### src/rtl/core/sae_pkg.sv
// Shared types and constants for the stack ALU engine.
package sae_pkg;

  // Default number of stack entries.
  localparam int STACK_DEPTH_DEF = 256;

  // Width of one data word and of the iteration counter of the shared unit.
  localparam int DATA_W = 32;
  localparam int STEP_W = 5;
  localparam logic [STEP_W-1:0] STEP_LAST = STEP_W'(DATA_W - 1);

  // Width of the reported depth field.
  localparam int DEPTH_FIELD_W = 9;

  // Request codes.
  typedef enum logic [2:0] {
    REQ_NOP  = 3'd0,
    REQ_PUSH = 3'd1,
    REQ_POP  = 3'd2,
    REQ_PEEK = 3'd3,
    REQ_ADD  = 3'd4,
    REQ_SUB  = 3'd5,
    REQ_MUL  = 3'd6,
    REQ_DIV  = 3'd7
  } req_t;

  // Error codes.
  typedef enum logic [1:0] {
    ERR_OK   = 2'd0,
    ERR_FEW  = 2'd1,
    ERR_DIV0 = 2'd2,
    ERR_FULL = 2'd3
  } err_t;

  // Sequencer states of the top level.
  typedef enum logic [2:0] {
    S_IDLE,
    S_CHECK,
    S_RD_TOP,
    S_RD_SEC,
    S_RUN
  } state_t;

  // States of the shared arithmetic unit.
  typedef enum logic [1:0] {
    U_IDLE,
    U_ONE,
    U_LOOP,
    U_FIX
  } alu_state_t;

  // Control from the sequencer to the shared unit.
  typedef struct packed {
    logic start;
    req_t op;
  } alu_ctrl_t;

endpackage

### src/rtl/core/sae_alu.sv
// Shared arithmetic unit: one adder used for add, subtract, shift-add multiply and divide.
module sae_alu (
  input  logic                             clk,
  input  logic                             rst,
  input  sae_pkg::alu_ctrl_t               ctrl,
  input  logic [sae_pkg::DATA_W-1:0]       opnd_s,
  input  logic [sae_pkg::DATA_W-1:0]       opnd_t,
  output logic                             done,
  output logic [sae_pkg::DATA_W-1:0]       result
);

  localparam int W = sae_pkg::DATA_W;

  sae_pkg::alu_state_t state, state_next;
  sae_pkg::req_t       op;
  logic [W-1:0]        acc;
  logic [W-1:0]        ra;
  logic [W-1:0]        rb;
  logic [sae_pkg::STEP_W-1:0] step;
  logic                neg;

  logic [W:0]   add_a;
  logic [W:0]   add_b;
  logic         add_sub;
  logic [W:0]   sum;
  logic [W:0]   shifted;
  logic [W-1:0] mag_s;
  logic [W-1:0] mag_t;

  // Magnitudes of the division operands.
  assign mag_s = opnd_s[W-1] ? (~opnd_s + 1'b1) : opnd_s;
  assign mag_t = opnd_t[W-1] ? (~opnd_t + 1'b1) : opnd_t;

  // Partial remainder shifted left by one, taking the next dividend bit.
  assign shifted = {acc, ra[W-1]};

  // The one shared adder.
  assign sum = add_a + (add_b ^ {(W+1){add_sub}}) + {{W{1'b0}}, add_sub};

  // Next state.
  always_comb begin
    state_next = state;
    unique case (state)
      sae_pkg::U_IDLE: begin
        if (ctrl.start) begin
          unique case (ctrl.op) inside
            sae_pkg::REQ_ADD, sae_pkg::REQ_SUB: state_next = sae_pkg::U_ONE;
            sae_pkg::REQ_MUL, sae_pkg::REQ_DIV: state_next = sae_pkg::U_LOOP;
            default:                            state_next = sae_pkg::U_IDLE;
          endcase
        end
      end
      sae_pkg::U_ONE:  state_next = sae_pkg::U_IDLE;
      sae_pkg::U_LOOP: begin
        if (step == sae_pkg::STEP_LAST) begin
          state_next = sae_pkg::U_FIX;
        end
      end
      sae_pkg::U_FIX:  state_next = sae_pkg::U_IDLE;
      default:         state_next = sae_pkg::U_IDLE;
    endcase
  end

  // Adder operand selection.
  always_comb begin
    add_a   = {1'b0, ra};
    add_b   = {1'b0, rb};
    add_sub = 1'b0;
    unique case (state)
      sae_pkg::U_ONE: begin
        add_sub = (op == sae_pkg::REQ_SUB);
      end
      sae_pkg::U_LOOP: begin
        if (op == sae_pkg::REQ_DIV) begin
          add_a   = shifted;
          add_b   = {1'b0, rb};
          add_sub = 1'b1;
        end else begin
          add_a   = {1'b0, acc};
          add_b   = {1'b0, rb & {W{ra[0]}}};
          add_sub = 1'b0;
        end
      end
      default: begin
        add_a   = {1'b0, ra};
        add_b   = {1'b0, rb};
        add_sub = 1'b0;
      end
    endcase
  end

  // Control registers.
  always_ff @(posedge clk) begin
    if (rst) begin
      state <= sae_pkg::U_IDLE;
      done  <= 1'b0;
    end else begin
      state <= state_next;
      done  <= (state == sae_pkg::U_ONE) || (state == sae_pkg::U_FIX);
    end
  end

  // Datapath registers.
  always_ff @(posedge clk) begin
    unique case (state)
      sae_pkg::U_IDLE: begin
        if (ctrl.start) begin
          op   <= ctrl.op;
          acc  <= '0;
          step <= '0;
          neg  <= opnd_s[W-1] ^ opnd_t[W-1];
          if (ctrl.op == sae_pkg::REQ_DIV) begin
            ra <= mag_s;
            rb <= mag_t;
          end else begin
            ra <= opnd_s;
            rb <= opnd_t;
          end
        end
      end
      sae_pkg::U_ONE: begin
        result <= sum[W-1:0];
      end
      sae_pkg::U_LOOP: begin
        step <= step + 1'b1;
        if (op == sae_pkg::REQ_DIV) begin
          // Restoring step: keep the difference when it did not go negative.
          if (!sum[W]) begin
            acc <= sum[W-1:0];
            ra  <= {ra[W-2:0], 1'b1};
          end else begin
            acc <= shifted[W-1:0];
            ra  <= {ra[W-2:0], 1'b0};
          end
        end else begin
          // Shift-add step: multiplier moves right, multiplicand left.
          acc <= sum[W-1:0];
          ra  <= {1'b0, ra[W-1:1]};
          rb  <= {rb[W-2:0], 1'b0};
        end
      end
      sae_pkg::U_FIX: begin
        if (op == sae_pkg::REQ_DIV) begin
          result <= neg ? (~ra + 1'b1) : ra;
        end else begin
          result <= acc;
        end
      end
      default: begin
        result <= result;
      end
    endcase
  end

endmodule

### config.mk
export PLATFORM = sky130hd
export DESIGN_NAME = sae_alu
export DESIGN_NICKNAME = d
export VERILOG_FILES = /design/src/rtl/core/sae_pkg.sv /design/src/rtl/core/sae_alu.sv
export SDC_FILE = /design/constraint.sdc
export NUM_CORES = 1
export LEC_CHECK = 0
export BUFFER_PORTS_ARGS = -buffer_cell sky130_fd_sc_hd__buf_2
export CAP_MARGIN = 30
export CORE_AREA = 8 8 178 180
export CTS_BUF_LIST = sky130_fd_sc_hd__clkbuf_4
export CTS_CLUSTER_SIZE = 20
export DETAILED_ROUTE_END_ITERATION = 10
export DIE_AREA = 0 0 186 188
export SLEW_MARGIN = 10
export SYNTH_ARGS = -nofsm -noshare
export SYNTH_HDL_FRONTEND = slang
export SYNTH_SLANG_ARGS = --single-unit
### constraint.sdc
create_clock -name clk -period 8.7 [get_ports clk]
set_clock_uncertainty 0.05 [all_clocks]
set_input_delay 1.74 -clock clk [delete_from_list [all_inputs] [get_ports clk]]
set_output_delay 1.74 -clock clk [all_outputs]
set_load 0.03 [all_outputs]
==> impl_results.md <==
* Status: finished clean
* DRC at 0
* Final setup vio count at 0
* Die Span X at 186 um
* Vias at 10100
* GR peak layer: met2
* Final period utilization at 62.6%
* Worst-path clk slew at 0.13 ns
* Final WL at 33300 um
* Synthesis-to-finish area growth at 9.93%
* Met2 Use GR at 30.7%
* Filler cell count at 2991
* Placed cell count at 1798
* Max frequency at 0.184 GHz
* Pwr dens at 415 nW/um2
* Total grt overflow at 0
* Global Route Usage Sum at 19.1%
* Final net count at 1541
* CTS Buffer Depth at 2
* Via/cell ratio at 5.54
* First-pass GRT wire length at 53200 um
* Initial antenna violation count at 1
* Synth warnings at 0
* I/O Buffers at 102
* Main synth FF type: edfxtp_1
* Hold buffer count at CTS at 0
* Met1 GRT Util at 26.0%
* CORE AREA at 29000 um2
* Hold/Removal Path Class: flip-flop to flip-flop
* TNS Setup at 0 ns
* Vias in the first global route at 9801
* Worst endpoint required time at 8.97 ns
* Post-route cell area at 12500 um2
* Die ar. at 35000 um2
* Final worst path period need at 5.44 ns
* Htree depth at 4
* Max-slew headroom at 36.5%
* CTS tree: built
* P_leak at 4.70 nW
* WL/cell at 18.2 um
* Unrepaired setup endpoints after global routing: no
* Worst VDD drop at 131 uV
* Post-Syn Area at 11400 um2
* Slew @ Worst Pin at 0.952 ns
* Root Driver: clkbuf_4
* Critical path peak fanout at 87
* Netlist cell types at 70
* Sequential fraction of the synthesis area at 36.7%
* Slew Limit Fails at 0
* Layout cells sized above 1 at 12.2%
* Final non-filler cell total at 1832
* Worst EP arrival at 5.72 ns
* Worst Path Class, Setup: flip-flop to flip-flop
* Drt first pass iters at 6
* CTS Buf Count at 17
* Largest net degree at the start of global routing at 97
* Post-synth EDFFs at 137
* Post-synth ARST share at 0%
* Final Hold Viols at 0
* Post-DP HPWL at 24800 um
* Initial Utilization at 39.2%
* Fin util at 43.1%
* Syn nets at 1497
* Seq cells post-synth at 140
* GRT met3 Usage at 2.65%
* CP endpoint kind: flip-flop
* Routability cong. at 0.899
* Die Y at 188 um
* CP Launch Type: flip-flop
* CTS resizes at 0
* Setup Fix Bufs, Post-CTS at 0
* Synthesized instance count at 1385
* CTS Sinks at 140
* Max Cap Viol at 0
* Clk_lat worst skew at 0.58 ns
* Worst hold slack at 0.506 ns
* Rows at 63
* Placed Area at 12200 um2
* Initial drt markers at 936
* Final ANT Viol Nets at 0
* Total I/O pin count at 103
* Avg Inst Size Synth at 8.22 um2
-- cell usage after synthesis (all sizes together), types with 10 or more instances --
cell | n | share of area, %
nand2b | 11 | 0.60
nor3 | 15 | 0.66
clkbuf | 69 | 2.3
xor2 | 63 | 4.8
o21ai | 125 | 5.5
and2 | 31 | 1.7
nand4 | 10 | 0.55
inv | 20 | 0.66
a21o | 22 | 1.5
nand2 | 265 | 8.8
edfxtp | 137 | 36
a31oi | 73 | 4.0
nor4 | 11 | 1.1
o21a | 22 | 1.5
o31ai | 20 | 1.4
a21oi | 62 | 2.7
nand3 | 19 | 0.88
xnor2 | 88 | 6.8
buf | 22 | 0.90
ha | 41 | 4.5
nor2 | 152 | 5.0
-- cell usage in the layout, fill, tap and decap left out, drive strengths merged, types with 15 or more instances in the layout --
cell    synthesis  final
a21o           22     22
a31oi          73     73
xor2           63     63
nand2         265    265
ha             41     41
buf            22    116
a21oi          62     62
edfxtp        137    137
xnor2          88     88
clkbuf         69     19
nand3          19     19
and2           31     31
o21ai         125    125
nor2          152    152
o21a           22     22
nor3           15     15
inv            20     21
o31ai          20     20
-- layout make-up --
class	instances	area [um2]	share of cell area, %
tap	390	488	3.90
clock buffer	19	143	1.14
antenna	1	2.50	0.0200
multi-input combinational	1133	6800	54.4
sequential	140	4170	33.4
timing repair buffer	116	673	5.38
clock inverter	12	148	1.18
inverter	21	78.8	0.630
-- worst max-delay path, stage by stage (launching register included) --
cell      delay, ns
dfxtp_1        0.37
inv_1          0.15
ha_4           0.25
buf_4          0.65
clkinv_1       0.24
o31ai_1        0.37
a32oi_1        0.19
fa_1           0.48
a211oi_2       0.28
o211ai_1       0.16
a41oi_1        0.45
o211ai_1       0.19
a21o_1         0.21
a21o_1         0.23
nand2_2        0.36
buf_12         0.25
mux2i_1        0.21
nor2_1         0.05
-- cell families after synthesis --
family	count (synthesis)	synth area share, %
simple gates	555	21.9
mux	13	1.19
flops	140	36.7
buf+inv	112	3.87
compound gates	372	20.1
xor+xnor	151	11.6
fa+ha+maj	42	4.68
-- through the flow --
step           setup WS [ns]  total power, W
2_1_floorplan           1.38         0.00378
3_3_place_gp            3.28         0.00468
3_5_place_dp            3.09         0.00471
4_1_cts                 3.01         0.00518
5_1_grt                 2.77         0.00563
6_report                3.26         0.00519
-- routing by layer --
metal,wire length [um],vias up
met5,0,-
met4,861,0
met3,1620,51
met2,15600,287
met1,15200,4801
li1,-,5008
-- power by group --
part / total (W) / internal, W / switching [W] / leakage, nW
clock: 0.000470 / 0.000202 / 0.000268 / 0.148
sequential: 0.00146 / 0.00122 / 0.000236 / 1.34
combinational: 0.00327 / 0.00118 / 0.00209 / 3.21
-- state kept, by name, summed over array words and instances, names as in the netlist --
register / cells
acc: 32
done: 1
neg: 1
op: 3
ra: 32
rb: 32
result: 32
state: 2
step: 5
-- path summary, 6_finish.rpt --
| kind | start | endpoint | slack [ns] | cells after the start |
|---|---|---|---|---|
| worst min-delay path | state[0] | state[0] | 0.51 | 2 |
| worst max register to register | state[0] | acc[0] | 3.26 | 17 |
| worst max-delay path | state[0] | acc[0] | 3.26 | 17 |
| worst min register to register | state[0] | state[0] | 0.51 | 2 |
(Power assumes the default switching activity.)
